==> src/hdl/gbmfe_pkg.sv <==
package gbmfe_pkg;

    // Frame sync and message identifiers
    localparam logic [7:0] SYNC_A      = 8'hB5;
    localparam logic [7:0] SYNC_B      = 8'h62;
    localparam logic [7:0] CLS_NAV     = 8'h01;
    localparam logic [7:0] CLS_SEC     = 8'h27;
    localparam logic [7:0] ID_UNIQID   = 8'h03;
    localparam logic [7:0] ID_TIMEUTC  = 8'h21;
    localparam logic [7:0] ID_PVT      = 8'h07;
    localparam logic [7:0] ID_POSLLH   = 8'h02;

    // Frame position codes before the payload
    localparam logic [6:0] POS_HUNT    = 7'd0;
    localparam logic [6:0] POS_SYNC    = 7'd1;
    localparam logic [6:0] POS_CLASS   = 7'd2;
    localparam logic [6:0] POS_ID      = 7'd3;
    localparam logic [6:0] POS_PAYLOAD = 7'd4;

    // Message kinds
    localparam logic [1:0] KIND_UID  = 2'd0;
    localparam logic [1:0] KIND_UTC  = 2'd1;
    localparam logic [1:0] KIND_PVT  = 2'd2;
    localparam logic [1:0] KIND_LLH  = 2'd3;

    // Field codes
    localparam logic [4:0] FC_ID      = 5'd0;
    localparam logic [4:0] FC_YEAR    = 5'd1;
    localparam logic [4:0] FC_MONTH   = 5'd2;
    localparam logic [4:0] FC_DAY     = 5'd3;
    localparam logic [4:0] FC_HOUR    = 5'd4;
    localparam logic [4:0] FC_MIN     = 5'd5;
    localparam logic [4:0] FC_SEC     = 5'd6;
    localparam logic [4:0] FC_FIX     = 5'd7;
    localparam logic [4:0] FC_SATS    = 5'd8;
    localparam logic [4:0] FC_LON     = 5'd9;
    localparam logic [4:0] FC_LAT     = 5'd10;
    localparam logic [4:0] FC_HEIGHT  = 5'd11;
    localparam logic [4:0] FC_MSL     = 5'd12;
    localparam logic [4:0] FC_HACC    = 5'd13;
    localparam logic [4:0] FC_VACC    = 5'd14;
    localparam logic [4:0] FC_SPEED   = 5'd15;
    localparam logic [4:0] FC_HEADING = 5'd16;

    typedef struct packed {
        logic       hit;      // position lies inside a field
        logic [6:0] start;    // offset of the field's first byte
        logic [2:0] last_idx; // byte index of the field's last byte
        logic [4:0] code;
        logic       sgn;      // signed 32-bit field
        logic       last;     // final field of the kind
    } field_info_t;

    typedef struct packed {
        logic              valid;
        logic [4:0]        code;
        logic signed [40:0] value;
        logic [1:0]        kind;
    } result_t;

    function automatic field_info_t mk_field(input logic [6:0] start,
                                             input logic [2:0] last_idx,
                                             input logic [4:0] code,
                                             input logic sgn,
                                             input logic last);
        field_info_t f;
        f.hit      = 1'b1;
        f.start    = start;
        f.last_idx = last_idx;
        f.code     = code;
        f.sgn      = sgn;
        f.last     = last;
        return f;
    endfunction

    // Field layout of each message kind, offsets from the first sync byte
    function automatic field_info_t field_lookup(input logic [1:0] kind,
                                                 input logic [6:0] pos);
        field_info_t f;
        f = '0;
        case (kind)
            KIND_UID: begin
                case (pos) inside
                    [7'd10:7'd14]: f = mk_field(7'd10, 3'd4, FC_ID, 1'b0, 1'b1);
                    default:       f = '0;
                endcase
            end
            KIND_UTC: begin
                case (pos) inside
                    [7'd18:7'd19]: f = mk_field(7'd18, 3'd1, FC_YEAR, 1'b0, 1'b0);
                    7'd20:         f = mk_field(7'd20, 3'd0, FC_MONTH, 1'b0, 1'b0);
                    7'd21:         f = mk_field(7'd21, 3'd0, FC_DAY, 1'b0, 1'b0);
                    7'd22:         f = mk_field(7'd22, 3'd0, FC_HOUR, 1'b0, 1'b0);
                    7'd23:         f = mk_field(7'd23, 3'd0, FC_MIN, 1'b0, 1'b0);
                    7'd24:         f = mk_field(7'd24, 3'd0, FC_SEC, 1'b0, 1'b1);
                    default:       f = '0;
                endcase
            end
            KIND_PVT: begin
                case (pos) inside
                    [7'd10:7'd11]: f = mk_field(7'd10, 3'd1, FC_YEAR, 1'b0, 1'b0);
                    7'd12:         f = mk_field(7'd12, 3'd0, FC_MONTH, 1'b0, 1'b0);
                    7'd13:         f = mk_field(7'd13, 3'd0, FC_DAY, 1'b0, 1'b0);
                    7'd14:         f = mk_field(7'd14, 3'd0, FC_HOUR, 1'b0, 1'b0);
                    7'd15:         f = mk_field(7'd15, 3'd0, FC_MIN, 1'b0, 1'b0);
                    7'd16:         f = mk_field(7'd16, 3'd0, FC_SEC, 1'b0, 1'b0);
                    7'd26:         f = mk_field(7'd26, 3'd0, FC_FIX, 1'b0, 1'b0);
                    7'd29:         f = mk_field(7'd29, 3'd0, FC_SATS, 1'b0, 1'b0);
                    [7'd30:7'd33]: f = mk_field(7'd30, 3'd3, FC_LON, 1'b1, 1'b0);
                    [7'd34:7'd37]: f = mk_field(7'd34, 3'd3, FC_LAT, 1'b1, 1'b0);
                    [7'd38:7'd41]: f = mk_field(7'd38, 3'd3, FC_HEIGHT, 1'b1, 1'b0);
                    [7'd42:7'd45]: f = mk_field(7'd42, 3'd3, FC_MSL, 1'b1, 1'b0);
                    [7'd46:7'd49]: f = mk_field(7'd46, 3'd3, FC_HACC, 1'b0, 1'b0);
                    [7'd50:7'd53]: f = mk_field(7'd50, 3'd3, FC_VACC, 1'b0, 1'b0);
                    [7'd66:7'd69]: f = mk_field(7'd66, 3'd3, FC_SPEED, 1'b1, 1'b0);
                    [7'd70:7'd73]: f = mk_field(7'd70, 3'd3, FC_HEADING, 1'b1, 1'b1);
                    default:       f = '0;
                endcase
            end
            default: begin
                case (pos) inside
                    [7'd10:7'd13]: f = mk_field(7'd10, 3'd3, FC_LON, 1'b1, 1'b0);
                    [7'd14:7'd17]: f = mk_field(7'd14, 3'd3, FC_LAT, 1'b1, 1'b0);
                    [7'd18:7'd21]: f = mk_field(7'd18, 3'd3, FC_HEIGHT, 1'b1, 1'b0);
                    [7'd22:7'd25]: f = mk_field(7'd22, 3'd3, FC_MSL, 1'b1, 1'b0);
                    [7'd26:7'd29]: f = mk_field(7'd26, 3'd3, FC_HACC, 1'b0, 1'b0);
                    [7'd30:7'd33]: f = mk_field(7'd30, 3'd3, FC_VACC, 1'b0, 1'b1);
                    default:       f = '0;
                endcase
            end
        endcase
        return f;
    endfunction

    // Offset of the final byte of the final field of each kind
    function automatic logic [6:0] kind_end(input logic [1:0] kind);
        logic [6:0] e;
        case (kind)
            KIND_UID: e = 7'd14;
            KIND_UTC: e = 7'd24;
            KIND_PVT: e = 7'd73;
            default:  e = 7'd33;
        endcase
        return e;
    endfunction

endpackage

==> src/hdl/gbmfe_parser.sv <==
module gbmfe_parser (
    input  logic                aclk,
    input  logic                aresetn,
    input  logic                step,
    input  logic [7:0]          rx_byte,
    output gbmfe_pkg::result_t  result
);

    logic [6:0]  pos_reg, pos_next;
    logic [1:0]  kind_reg, kind_next;
    logic        kind_valid_reg, kind_valid_next;
    logic [7:0]  class_reg, class_next;
    logic [39:0] acc_reg, acc_next;

    gbmfe_pkg::field_info_t finfo;
    logic [6:0]  pos_diff;
    logic [2:0]  byte_idx;
    logic [39:0] shifted;
    logic [39:0] acc_upd;
    logic        field_end;

    assign finfo     = gbmfe_pkg::field_lookup(kind_reg, pos_reg);
    assign pos_diff  = pos_reg - finfo.start;
    assign byte_idx  = pos_diff[2:0];
    assign shifted   = {32'd0, rx_byte} << {byte_idx, 3'b000};
    assign acc_upd   = (byte_idx == 3'd0) ? {32'd0, rx_byte} : (acc_reg | shifted);
    assign field_end = (byte_idx == finfo.last_idx);

    always_comb begin
        pos_next        = pos_reg;
        kind_next       = kind_reg;
        kind_valid_next = kind_valid_reg;
        class_next      = class_reg;
        acc_next        = acc_reg;
        result          = '0;
        case (pos_reg)
            gbmfe_pkg::POS_HUNT: begin
                if (rx_byte == gbmfe_pkg::SYNC_A) begin
                    pos_next = gbmfe_pkg::POS_SYNC;
                end
            end
            gbmfe_pkg::POS_SYNC: begin
                if (rx_byte == gbmfe_pkg::SYNC_B) begin
                    pos_next = gbmfe_pkg::POS_CLASS;
                end else if (rx_byte != gbmfe_pkg::SYNC_A) begin
                    pos_next        = gbmfe_pkg::POS_HUNT;
                    kind_valid_next = 1'b0;
                end
            end
            gbmfe_pkg::POS_CLASS: begin
                class_next = rx_byte;
                pos_next   = gbmfe_pkg::POS_ID;
            end
            gbmfe_pkg::POS_ID: begin
                pos_next        = gbmfe_pkg::POS_PAYLOAD;
                kind_valid_next = 1'b1;
                if (class_reg == gbmfe_pkg::CLS_SEC && rx_byte == gbmfe_pkg::ID_UNIQID) begin
                    kind_next = gbmfe_pkg::KIND_UID;
                end else if (class_reg == gbmfe_pkg::CLS_NAV &&
                             rx_byte == gbmfe_pkg::ID_TIMEUTC) begin
                    kind_next = gbmfe_pkg::KIND_UTC;
                end else if (class_reg == gbmfe_pkg::CLS_NAV &&
                             rx_byte == gbmfe_pkg::ID_PVT) begin
                    kind_next = gbmfe_pkg::KIND_PVT;
                end else if (class_reg == gbmfe_pkg::CLS_NAV &&
                             rx_byte == gbmfe_pkg::ID_POSLLH) begin
                    kind_next = gbmfe_pkg::KIND_LLH;
                end else begin
                    pos_next        = gbmfe_pkg::POS_HUNT;
                    kind_valid_next = 1'b0;
                end
            end
            default: begin
                if (!kind_valid_reg) begin
                    pos_next = gbmfe_pkg::POS_HUNT;
                end else if (finfo.hit) begin
                    acc_next = acc_upd;
                    pos_next = pos_reg + 7'd1;
                    if (field_end) begin
                        result.valid = 1'b1;
                        result.code  = finfo.code;
                        result.kind  = kind_reg;
                        result.value = finfo.sgn ? {{9{acc_upd[31]}}, acc_upd[31:0]}
                                                 : {1'b0, acc_upd};
                        if (finfo.last) begin
                            pos_next        = gbmfe_pkg::POS_HUNT;
                            kind_valid_next = 1'b0;
                        end
                    end
                end else if (pos_reg >= gbmfe_pkg::kind_end(kind_reg)) begin
                    pos_next        = gbmfe_pkg::POS_HUNT;
                    kind_valid_next = 1'b0;
                end else begin
                    pos_next = pos_reg + 7'd1;
                end
            end
        endcase
    end

    always_ff @(posedge aclk) begin
        if (!aresetn) begin
            pos_reg        <= gbmfe_pkg::POS_HUNT;
            kind_reg       <= gbmfe_pkg::KIND_UID;
            kind_valid_reg <= 1'b0;
            class_reg      <= 8'd0;
            acc_reg        <= 40'd0;
        end else if (step) begin
            pos_reg        <= pos_next;
            kind_reg       <= kind_next;
            kind_valid_reg <= kind_valid_next;
            class_reg      <= class_next;
            acc_reg        <= acc_next;
        end
    end

endmodule

==> src/hdl/gnss_binary_message_field_extractor.sv <==
// Datapath: a byte accepted on the input channel is held in the input
//   register, then parsed into the result register; while a result is
//   stalled, the held byte waits in the input register.
// Throughput: one byte per cycle while the result channel is not stalled.
// Reset: aresetn is synchronous, active low; clears the valid flags of both
//   register stages and returns the parser to hunting for the sync pair.
module gnss_binary_message_field_extractor (
    input  logic               aclk,
    input  logic               aresetn,
    // byte input channel
    input  logic               s_valid,
    output logic               s_ready,
    input  logic [7:0]         s_rx_byte,
    // field result channel
    output logic               m_valid,
    input  logic               m_ready,
    output logic [4:0]         m_field_code,
    output logic signed [40:0] m_field_value,
    output logic [1:0]         m_message_kind
);

    // Input stage: one byte holding register
    logic       in_valid_reg, in_valid_next;
    logic [7:0] in_byte_reg;

    // Output stage: result register
    logic               out_valid_reg, out_valid_next;
    logic [4:0]         out_code_reg;
    logic signed [40:0] out_value_reg;
    logic [1:0]         out_kind_reg;

    logic               advance;
    gbmfe_pkg::result_t result;

    // A held byte moves into the parser whenever the result register is free
    // or is being emptied this cycle. Bytes that produce no result still
    // advance, so the result register only ever holds real results.
    assign advance = in_valid_reg && (!out_valid_reg || m_ready);
    assign s_ready = !in_valid_reg || advance;

    always_comb begin
        in_valid_next = in_valid_reg;
        if (s_valid && s_ready) begin
            in_valid_next = 1'b1;
        end else if (advance) begin
            in_valid_next = 1'b0;
        end
    end

    always_comb begin
        out_valid_next = out_valid_reg;
        if (advance) begin
            out_valid_next = result.valid;
        end else if (m_ready) begin
            out_valid_next = 1'b0;
        end
    end

    // Frame tracking and field assembly
    gbmfe_parser u_parser (
        .aclk    (aclk),
        .aresetn (aresetn),
        .step    (advance),
        .rx_byte (in_byte_reg),
        .result  (result)
    );

    always_ff @(posedge aclk) begin
        if (!aresetn) begin
            in_valid_reg  <= 1'b0;
            out_valid_reg <= 1'b0;
        end else begin
            in_valid_reg  <= in_valid_next;
            out_valid_reg <= out_valid_next;
        end
    end

    // Payload registers, no reset needed
    always_ff @(posedge aclk) begin
        if (s_valid && s_ready) begin
            in_byte_reg <= s_rx_byte;
        end
        if (advance && result.valid) begin
            out_code_reg  <= result.code;
            out_value_reg <= result.value;
            out_kind_reg  <= result.kind;
        end
    end

    assign m_valid        = out_valid_reg;
    assign m_field_code   = out_code_reg;
    assign m_field_value  = out_value_reg;
    assign m_message_kind = out_kind_reg;

endmodule

==> config.mk <==
export PLATFORM = sky130hd
export DESIGN_NAME = gnss_binary_message_field_extractor
export DESIGN_NICKNAME = d
export VERILOG_FILES = /design/src/hdl/gbmfe_pkg.sv /design/src/hdl/gbmfe_parser.sv /design/src/hdl/gnss_binary_message_field_extractor.sv
export SDC_FILE = /design/constraint.sdc
export NUM_CORES = 1
export LEC_CHECK = 0
export BUFFER_PORTS_ARGS = -buffer_cell sky130_fd_sc_hd__buf_2
export CORE_MARGIN = 2
export CORE_UTILIZATION = 55
export DETAILED_ROUTE_END_ITERATION = 16
export GPL_ROUTABILITY_DRIVEN = 1
export GPL_TIMING_DRIVEN = 0
export HOLD_SLACK_MARGIN = 0.1
export PLACE_DENSITY_LB_ADDON = 0.1
export SLEW_MARGIN = 20
export SYNTH_ARGS = -nofsm -noshare
export SYNTH_HDL_FRONTEND = slang
export SYNTH_SLANG_ARGS = --single-unit
==> constraint.sdc <==
create_clock -name aclk -period 8.8 [get_ports aclk]
set_input_delay 0.44 -clock aclk [delete_from_list [all_inputs] [get_ports aclk]]
set_output_delay 0.44 -clock aclk [all_outputs]
set_load 0.005 [all_outputs]
# Word-level counts from Yosys, hierarchy flattened
# Index checks and enable logic that the tools add are counted.
# W data, S select, Z words.
[op_classes] add_sub_neg=2 n_mul=0 div=0 magnitude_cmp=30 n_eq_ne=31 shifts=1 n_mux=73 bitwise=7 n_reduce_logical=42
[op_table] operator="$mux W18" n=29
[op_table] operator="$mux W49" n=4
[op_table] operator="$mux W7" n=14
[op_table] operator="$eq A7 B5 Y1 const B" n=8
[op_table] operator="$pmux W18 S3" n=1
[op_table] operator="$le A7 B6 Y1 const B" n=6
[op_table] operator="$mux W41" n=1
[op_table] operator="$mux W40" n=1
[op_table] operator="$or A40 B40 Y40" n=1
[op_table] operator="$shl A8 B6 Y40" n=1
[op_table] operator="$ge A7 B6 Y1 const B" n=5
[op_table] operator="$le A7 B5 Y1 const B" n=5
[op_table] operator="$eq A7 B4 Y1 const B" n=4
[op_table] operator="$ge A7 B5 Y1 const B" n=4
[op_table] operator="$pmux W7 S4" n=1
[op_table] operator="$logic_and A1 B1 Y1" n=23
[op_table] operator="$le A7 B4 Y1 const B" n=3
[op_table] operator="$pmux W7 S3" n=1
[op_table] operator="$eq A8 B2 Y1 const B" n=2
[op_table] operator="$eq A8 B6 Y1 const B" n=2
[op_table] operator="$mux W1" n=15
[op_table] operator="$eq A7 B2 Y1 const B" n=2
[op_table] operator="$ge A7 B4 Y1 const B" n=2
[op_table] operator="$ge A7 B7 Y1 const B" n=2
[op_table] operator="other kinds (34)" n=49
[totals] regBits=116 latchBits=0 ram_bits=0 mem_bits_ro=0 elab_cells=198 n_memories=0

# Longest topological paths before layout
# Gate-level depths: netlist (run 1).
[logic_depth] depth_word=29 depth_mapped=21 depth_no_buf=17

# By module
# From an unflattened synthesis (run 1), not the netlist that was laid out.
[hier_totals] cells_unflattened=714 area_unflattened_um2=6312.3
[modules_own_cells] mod="gbmfe_parser" n_inst=1 cells_per_inst=645 area_per_inst_um2=4518.1
[modules_own_cells] mod="gnss_binary_message_field_extractor" n_inst=1 cells_per_inst=69 area_per_inst_um2=1794.2

# Least setup slack after synthesis (run 1)
# Ideal clock, no wire load.
[synth_path] path_type="register to register" from="register u_parser.pos_reg[1]" to="register out_code_reg[0], in the netlist m_field_code[0], enable pin" arrival_time_ps=6115 setup_slack_ps=2232 path_stages_with_launch=22 n_path_buf=5 period_less_slack_ps=6568 cell_sequence="dfxtp_1 -> buf_2 -> buf_2 -> inv_1 -> ha_1 -> buf_2 -> o21ba_2 -> o32a_2 -> a2bb2oi_1 -> nand3_1 -> a21oi_1 -> o21ai_0 -> nand2_1 -> a31oi_1 -> fa_1 -> clkbuf_1 -> o21ai_0 -> mux2i_1 -> o211a_4 -> nand2_2 -> buf_2 -> nor2_1"
[synth_via] elab_chain_len=26 word_cells_on_any_way=99 classes_between="add/sub: 1; order compare: 29; eq/ne: 16; mux: 34; reduce/logical: 19"
[synth_rtl] element="from (decl)" line="gbmfe_parser.sv:9" rtl="logic [6:0] pos_reg, pos_next;"
[synth_rtl] element="from (signal assigned)" line="gbmfe_parser.sv:102" rtl="pos_reg <= gbmfe_pkg::POS_HUNT;"
[synth_rtl] element="from (signal assigned)" line="gbmfe_parser.sv:108" rtl="pos_reg <= pos_next;"
[synth_rtl] element="$ge A7 B7 Y1 (implied by the code) or $le A7 B7 Y1 (tied branches)" line="gbmfe_parser.sv:22" rtl="assign finfo = gbmfe_pkg::field_lookup(kind_reg, pos_reg);"
[synth_rtl] element="$logic_and A1 B1 Y1 (implied by the code)" line="gbmfe_parser.sv:22"
[synth_rtl] element="$mux W18 (16 in a row)" line="gbmfe_pkg.sv:100" rtl="case (pos) inside"
[synth_rtl] element="$pmux W18 S3" line="gbmfe_pkg.sv:81" rtl="case (kind)"
[synth_rtl] element="$sub A3 B3 Y3" line="gbmfe_parser.sv:23" rtl="assign pos_diff = pos_reg - finfo.start;"
[synth_rtl] element="$eq A3 B3 Y1" line="gbmfe_parser.sv:27" rtl="assign field_end = (byte_idx == finfo.last_idx);"
[synth_rtl] element="$mux W49" line="gbmfe_parser.sv:79" rtl="if (field_end) begin"
[synth_rtl] element="$mux W49" line="gbmfe_parser.sv:76" rtl="end else if (finfo.hit) begin"
[synth_rtl] element="$mux W49" line="gbmfe_parser.sv:74" rtl="if (!kind_valid_reg) begin"
[synth_rtl] element="$mux W49 (*)" line="gbmfe_parser.sv:36" rtl="case (pos_reg)"
[synth_rtl] element="$logic_and A1 B1 Y1 (*)" line="gnss_binary_message_field_extractor.sv:83" rtl="if (advance && result.valid) begin"
[synth_rtl] element="to (signal assigned)" line="gnss_binary_message_field_extractor.sv:84" rtl="out_code_reg <= result.code;"
[synth_rtl] element="to (decl)" line="gnss_binary_message_field_extractor.sv:28" rtl="logic [4:0] out_code_reg;"
# Every way passes the cells marked *; elsewhere a longest branch is shown, timed or not.
# A chain may end at the register's enable or synchronous reset.

# Worst setup path in the final report (run 1)
[layout_path] from="register u_parser.pos_reg[1]" to="register out_value_reg[22], in the netlist m_field_value[22], enable pin"
[layout_via] elab_chain_len=26 word_cells_on_any_way=99 classes_between="add/sub: 1; order compare: 29; eq/ne: 16; mux: 34; reduce/logical: 19"
[layout_rtl] element="$ge A7 B7 Y1 (implied by the code) or $le A7 B7 Y1 (tied branches)" line="gbmfe_parser.sv:22"
[layout_rtl] element="$logic_and A1 B1 Y1 (implied by the code)" line="gbmfe_parser.sv:22"
[layout_rtl] element="$mux W18 (16 in a row)" line="gbmfe_pkg.sv:100"
[layout_rtl] element="$pmux W18 S3" line="gbmfe_pkg.sv:81"
[layout_rtl] element="$sub A3 B3 Y3" line="gbmfe_parser.sv:23"
[layout_rtl] element="$eq A3 B3 Y1" line="gbmfe_parser.sv:27"
[layout_rtl] element="$mux W49" line="gbmfe_parser.sv:79"
[layout_rtl] element="$mux W49" line="gbmfe_parser.sv:76"
[layout_rtl] element="$mux W49" line="gbmfe_parser.sv:74"
[layout_rtl] element="$mux W49 (*)" line="gbmfe_parser.sv:36"
[layout_rtl] element="$logic_and A1 B1 Y1 (*)" line="gnss_binary_message_field_extractor.sv:83"
[layout_rtl] element="to (signal assigned)" line="gnss_binary_message_field_extractor.sv:85" rtl="out_value_reg <= result.value;"
[layout_rtl] element="to (decl)" line="gnss_binary_message_field_extractor.sv:29" rtl="logic signed [40:0] out_value_reg;"
# Marks and branches as above.

==> flow_metrics.env, run 1 <==
export IMPL_slowest_delay_ps=530
export IMPL_synth_top_cells_by_area="edfxtp_1, dfxtp_1, nor2_1"
export IMPL_place_congestion=0.950
export IMPL_io_pins=62
export IMPL_die_area_um2=13000
export IMPL_fin_area_um2=7770
export IMPL_post_cts_buffers=0
export IMPL_yosysTopAreaCell="edfxtp_1"
export IMPL_nets=817
export IMPL_max_clock_path_buffers=2
export IMPL_rsz0062_at_grt="no"
export IMPL_ys_ff_latch=116
export IMPL_die_h_um=114
export IMPL_async_flop_share=0
export IMPL_avgSynthCellArea_um2=9.32
export IMPL_path_buf_inv=7
export IMPL_ys_warn_count=0
export IMPL_seq_power_share=0.429
export IMPL_cts_max_level=4
export IMPL_grt_pass1_vias=5714
export IMPL_setup_violations=0
export IMPL_relSlewSlack=0.456
export IMPL_insertion_delay_ps=410
export IMPL_grt_overflow=0
export IMPL_ys_types=89
export IMPL_power_switching_uw=283
export IMPL_cts_hold_buf=0
export IMPL_crit_path_max_fanout=32
export IMPL_hp_class="in2reg"
export IMPL_max_vdd_ir_drop_v=0.000171
export IMPL_vias=6148
export IMPL_crit_family="compound AO/OA/AOI/OAI gates"
export IMPL_die_w_um=114
export IMPL_ctsResizeCount=0
export IMPL_grt_usage=0.299
export IMPL_drc=0
export IMPL_largest_reg_flops=41
export IMPL_cts_root_buffer="clkbuf_16"
export IMPL_startpoint_type="flop"
export IMPL_cts_sinks=116
export IMPL_drt_wl_total_um=19200
export IMPL_antenna_left=0
export IMPL_n_fill_cell=947
export IMPL_post_synth_top_area_fraction=0.253
export IMPL_finalHoldViolCount=0
export IMPL_grt_antenna_before_repair=0
export IMPL_dr_pass1_iters=6
export IMPL_leakage_uw=0.00297
export IMPL_crit_slowest_cell="fa_1"
export IMPL_viasPerCell=6.46
export IMPL_power_total_uw=1320
export IMPL_ys_flop_type="dfxtp_1"
export IMPL_drv_slew=0
export IMPL_synth_edf_count=56
export IMPL_detailed_place_hpwl_um=14100
export IMPL_diodes=0
export IMPL_wire_per_inst_um=20.2
export IMPL_p_per_area_nw_per_um2=170
export IMPL_fin_crit_sh=0.704
export IMPL_crit_chain="buf_2 -> buf_2 -> inv_1 -> ha_1 -> buf_2 -> o21ba_2 -> o32a_2 -> a2bb2oi_1 -> nand3_1 -> a21oi_1 -> o21ai_0 -> nand2_1 -> a31oi_1 -> fa_1 -> clkbuf_1 -> o21ai_0 -> mux2i_1 -> o211a_4 -> nand2_2 -> buf_2 -> nor2_4 -> buf_12"
export IMPL_crit_path_end_kind="flop"
export IMPL_fin_tns_setup_ps=0
export IMPL_pwr_share_comb=0.027
export IMPL_clk_transition_reported_paths_ps=50
export IMPL_p_sw_frac=0.214
export IMPL_cts_buffers=17
export IMPL_drive_above_1_share=0.198
export IMPL_synth_most_common_cell="nor2_1"
export IMPL_port_buffers=60
export IMPL_status="complete, no violations"
export IMPL_fin_crit_ps=6190
export IMPL_postPlaceCellArea_um2=7150
export IMPL_worstMarginPinSlew_ps=816
export IMPL_cp_common_cell="buf_2"
export IMPL_maxCapViolCount=0
export IMPL_crit_type="reg2reg"
export IMPL_synth_area_um2=6640
export IMPL_pwr_share_clk=0.544
export IMPL_coreArea_um2=11900
export IMPL_grt_pass1_wl_um=30100
export IMPL_intPower_uw=1040
export IMPL_cp_data_required_time_ps=8910
export IMPL_synthTopCellsByCount="nor2_1, a21oi_1, dfxtp_1"
export IMPL_seq_area_frac_synth=0.434
export IMPL_max_freq_mhz=162
export IMPL_syn_to_final_growth_pct=17.1
export IMPL_initial_core_util=0.557
export IMPL_grt_start_max_net_pins=33
export IMPL_cts_tree="yes"
export IMPL_clock_skew_ps=11.5
export IMPL_synthCells=712
export IMPL_floorplan_rows=40
export IMPL_arrival_ps=6300
export IMPL_syn_num_nets=737
export IMPL_first_iter_violations=722
## through the flow
| stage | utilization | setup slack [ps] | std cells | hold slack [ps] |
|---|---|---|---|---|
| floorplan | - | 2230 | 712 | 436 |
| global placement | 0.598 | 771 | 919 | 442 |
| detailed placement | 0.600 | 2700 | 920 | 452 |
| CTS | 0.653 | 2690 | 952 | 190 |
| global route | 0.653 | 2250 | 952 | 193 |
| finish | 0.653 | 2610 | 952 | 202 |
## cell type report
type	count	area, um^2	share of cell area
multi-input cells	527	3410	0.438
clock inverters	13	171	0.0221
clock buffers	19	454	0.0584
well taps	147	184	0.0237
repair buffers	61	320	0.0412
plain buffers	56	304	0.0391
inverters	13	48.8	0.00628
flip-flops and latches	116	2880	0.371
## placed cells by master, fill, tap and decap left out, drive strengths merged, types with 13 or more instances in the layout
cell      n
a21oi    63
mux2i    19
a31oi    31
clkbuf   48
buf      88
nand3    31
o21ai    16
nor3     20
inv      16
nor2    105
nand2    48
o211ai   15
nand2b   13
dfxtp    60
edfxtp   56
## final timing paths
path                          to  cells after the start  slack, ps                 from
min               in_byte_reg[3]                      1        200         s_rx_byte[3]
max            m_field_value[22]                     22       2610  u_parser.pos_reg[1]
min reg2reg  u_parser.acc_reg[1]                      2        460  u_parser.acc_reg[1]
max reg2reg    m_field_value[22]                     22       2610  u_parser.pos_reg[1]
## cells by family after synthesis
group | after synthesis | share of synthesized area
muxes | 22 | 0.0343
xor gates and xnor gates | 6 | 0.0102
AOI/OAI and AO/OA | 210 | 0.227
adders and majority gates | 13 | 0.0256
DFF | 116 | 0.434
buffers and inverters | 69 | 0.0532
and+or+nand+nor | 276 | 0.215
## layer usage
layer	wire, um	track usage	vias up
li1	-	-	2828
met1	8600	0.437	2943
met2	8420	0.428	349
met3	1960	0.0893	28
met4	240	0.0862	0
met5	0	0	-
## power groups by stage
stage | combinational (uW) | sequential [uW] | clock, uW
after floorplan | 22.8 | 578 | 0
after global placement | 33.5 | 579 | 0
after detailed placement | 34.4 | 579 | 0
after CTS | 34.8 | 568 | 724
after global routing | 38.4 | 568 | 744
final | 35.9 | 568 | 720
(Power assumes the default switching activity.)
==> run 2, diff against run 1 <==
==> constraint.sdc (replaced) <==
create_clock -name aclk -period 5.9 [get_ports aclk]
set_input_delay 0.295 -clock aclk [delete_from_list [all_inputs] [get_ports aclk]]
set_output_delay 0.295 -clock aclk [all_outputs]
set_load 0.005 [all_outputs]
==> run 2 against run 1 <==
Via count grew 0.52%. Utilization grew 0.29 points. Combinational power grew 62%. Worst hold slack worse by 77 ps. Largest power group unchanged. Register-to-register slack got worse by 2100 ps.
==> flow_metrics.env, run 2 (synthesized netlist as in run 1, its figures left out) <==
export IMPL_setup_violations=0
export IMPL_crit_slowest_cell="fa_1"
export IMPL_holdWs_ps=126
export IMPL_status="complete, no violations"
export IMPL_die_w_um=114
export IMPL_antenna_left=0
export IMPL_layout_commonest_cell="nor2_1"
export IMPL_arrival_ps=5490
export IMPL_nets=829
export IMPL_cts_buffers=17
export IMPL_crit_path_max_fanout=31
export IMPL_cts_root_buffer="clkbuf_16"
export IMPL_vias=6180
export IMPL_fin_crit_ps=5380
export IMPL_cp_common_cell="buf_2"
export IMPL_grt_start_max_net_pins=32
export IMPL_clk_transition_reported_paths_ps=50
export IMPL_n_fill_cell=970
export IMPL_diodes=0
export IMPL_grt_usage=0.301
export IMPL_grt_antenna_before_repair=0
export IMPL_hp_class="in2reg"
export IMPL_multi_input_area_um2=3420
export IMPL_die_area_um2=13000
export IMPL_detailed_place_hpwl_um=13900
export IMPL_instances_no_fill=964
export IMPL_initial_core_util=0.557
export IMPL_max_vdd_ir_drop_v=0.000262
export IMPL_p_per_area_nw_per_um2=234
export IMPL_viasPerCell=6.41
export IMPL_io_pins=62
export IMPL_crit_path_end_kind="flop"
export IMPL_postPlaceCellArea_um2=7150
export IMPL_cts_max_level=4
export IMPL_grt_pass1_wl_um=30000
export IMPL_coreArea_um2=11900
export IMPL_dr_pass1_iters=6
export IMPL_floorplan_rows=40
export IMPL_finalHoldViolCount=0
export IMPL_drive_above_1_share=0.202
export IMPL_syn_to_final_growth_pct=17.7
export IMPL_worstMarginPinSlew_ps=732
export IMPL_clock_skew_ps=8.35
export IMPL_port_buffers=60
export IMPL_grt_overflow=0
export IMPL_startpoint_type="flop"
export IMPL_fin_area_um2=7810
export IMPL_cts_tree="yes"
export IMPL_max_freq_mhz=186
export IMPL_max_clock_path_buffers=2
export IMPL_crit_chain="buf_2 -> buf_2 -> inv_1 -> ha_1 -> buf_2 -> o2bb2ai_1 -> a221oi_1 -> o32a_1 -> nand3_1 -> a21oi_1 -> o21ai_0 -> nand2_1 -> a31oi_1 -> fa_1 -> xor2_2 -> o21ai_0 -> mux2i_1 -> o211a_4 -> nand2_2 -> buf_2 -> nor2_4 -> buf_12"
export IMPL_cp_data_required_time_ps=6010
export IMPL_maxCapViolCount=0
export IMPL_first_iter_violations=611
export IMPL_drc=0
export IMPL_insertion_delay_ps=410
export IMPL_grt_pass1_vias=5670
export IMPL_die_h_um=114
export IMPL_drv_slew=0
export IMPL_place_congestion=0.994
export IMPL_seq_area_um2=2880
export IMPL_rsz0062_at_grt="no"
export IMPL_leakage_uw=0.00300
export IMPL_slowest_delay_ps=450
export IMPL_wire_per_inst_um=20.1
export IMPL_relSlewSlack=0.510
export IMPL_largest_reg_flops=41
export IMPL_placed_cells=920
export IMPL_crit_type="reg2reg"
export IMPL_drt_wl_total_um=19400
export IMPL_fin_crit_sh=0.912
export IMPL_cts_sinks=116
export IMPL_final_cell_mix="nor2_1, buf_2, a21oi_1"
==> run 2: changes by cell type in the layout (fill, tap and decap cells not counted) <==
cell / change
dlygate4sd3_1: +8
buf_4: +4
bufinv_16: -3
clkinv_4: -3
inv_4: +3
clkbuf_8: +2
clkinv_2: +2
a2bb2oi_1: -1
a2bb2oi_2: +1
clkbuf_16: -1
clkbuf_2: +1
inv_6: -1
xor2_1: -1
xor2_2: +1
==> run 2: cell type report <==
class / count / area share
Buffer: 56 / 0.0391
Clock buffer: 21 / 0.0590
Clock inverter: 11 / 0.00961
Inverter: 13 / 0.00625
Multi-Input combinational cell: 527 / 0.438
Sequential cell: 116 / 0.369
Tap cell: 147 / 0.0236
Timing Repair Buffer: 73 / 0.0551
==> run 2: power by group <==
group,total [uW],internal (uW),switching (uW)
Combinational,58.3,18.6,39.7
Clock,923,558,365
Sequential,848,843,4.66
==> run 2: worst paths after layout <==
path	from	end	slack (ps)	cells after the start
min reg2reg	u_parser.acc_reg[1]	u_parser.acc_reg[1]	460	2
max reg2reg	u_parser.pos_reg[1]	m_field_value[12]	520	22
min	s_valid	in_valid_reg	130	3
max	u_parser.pos_reg[1]	m_field_value[12]	520	22
==> run 2: critical path: cells and delay by family (launching register included) <==
kind | cells | cell delay, ps
flip-flops | 1 | 380
AO/OA/AOI/OAI | 8 | 1590
adder cells (fa/ha/maj) | 2 | 640
XOR/XNOR | 1 | 340
AND/OR/NAND/NOR | 4 | 580
multiplexers | 1 | 250
buffers and inverters | 6 | 1270
==> run 2: through the flow <==
step | TNS, ps | power [uW] | setup WS, ps | util
floorplan | 0 | 897 | 139 | -
global placement | -54160 | 914 | -1130 | 0.598
detailed placement | -3230 | 915 | -108 | 0.600
CTS | 0 | 1830 | 87.0 | 0.653
global route | 0 | 1880 | 61.4 | 0.656
finish | 0 | 1830 | 517 | 0.656
==> run 2: timing repair <==
action / CTS / global route
gates resized for setup: 2 / 1
hold endpoints to repair: 8 / 0
endpoints found under the setup margin: 31 / 48
setup buffers: 0 / 4
hold buffers: 8 / 0
pin swaps: 0 / 1
==> run 2: routing by layer <==
layer	GRT usage	routed length, um	up-vias
li1	-	-	2844
met4	0.0951	415	0
met5	0	0	-
met1	0.423	8780	2952
met3	0.0802	1670	37
met2	0.457	8520	347
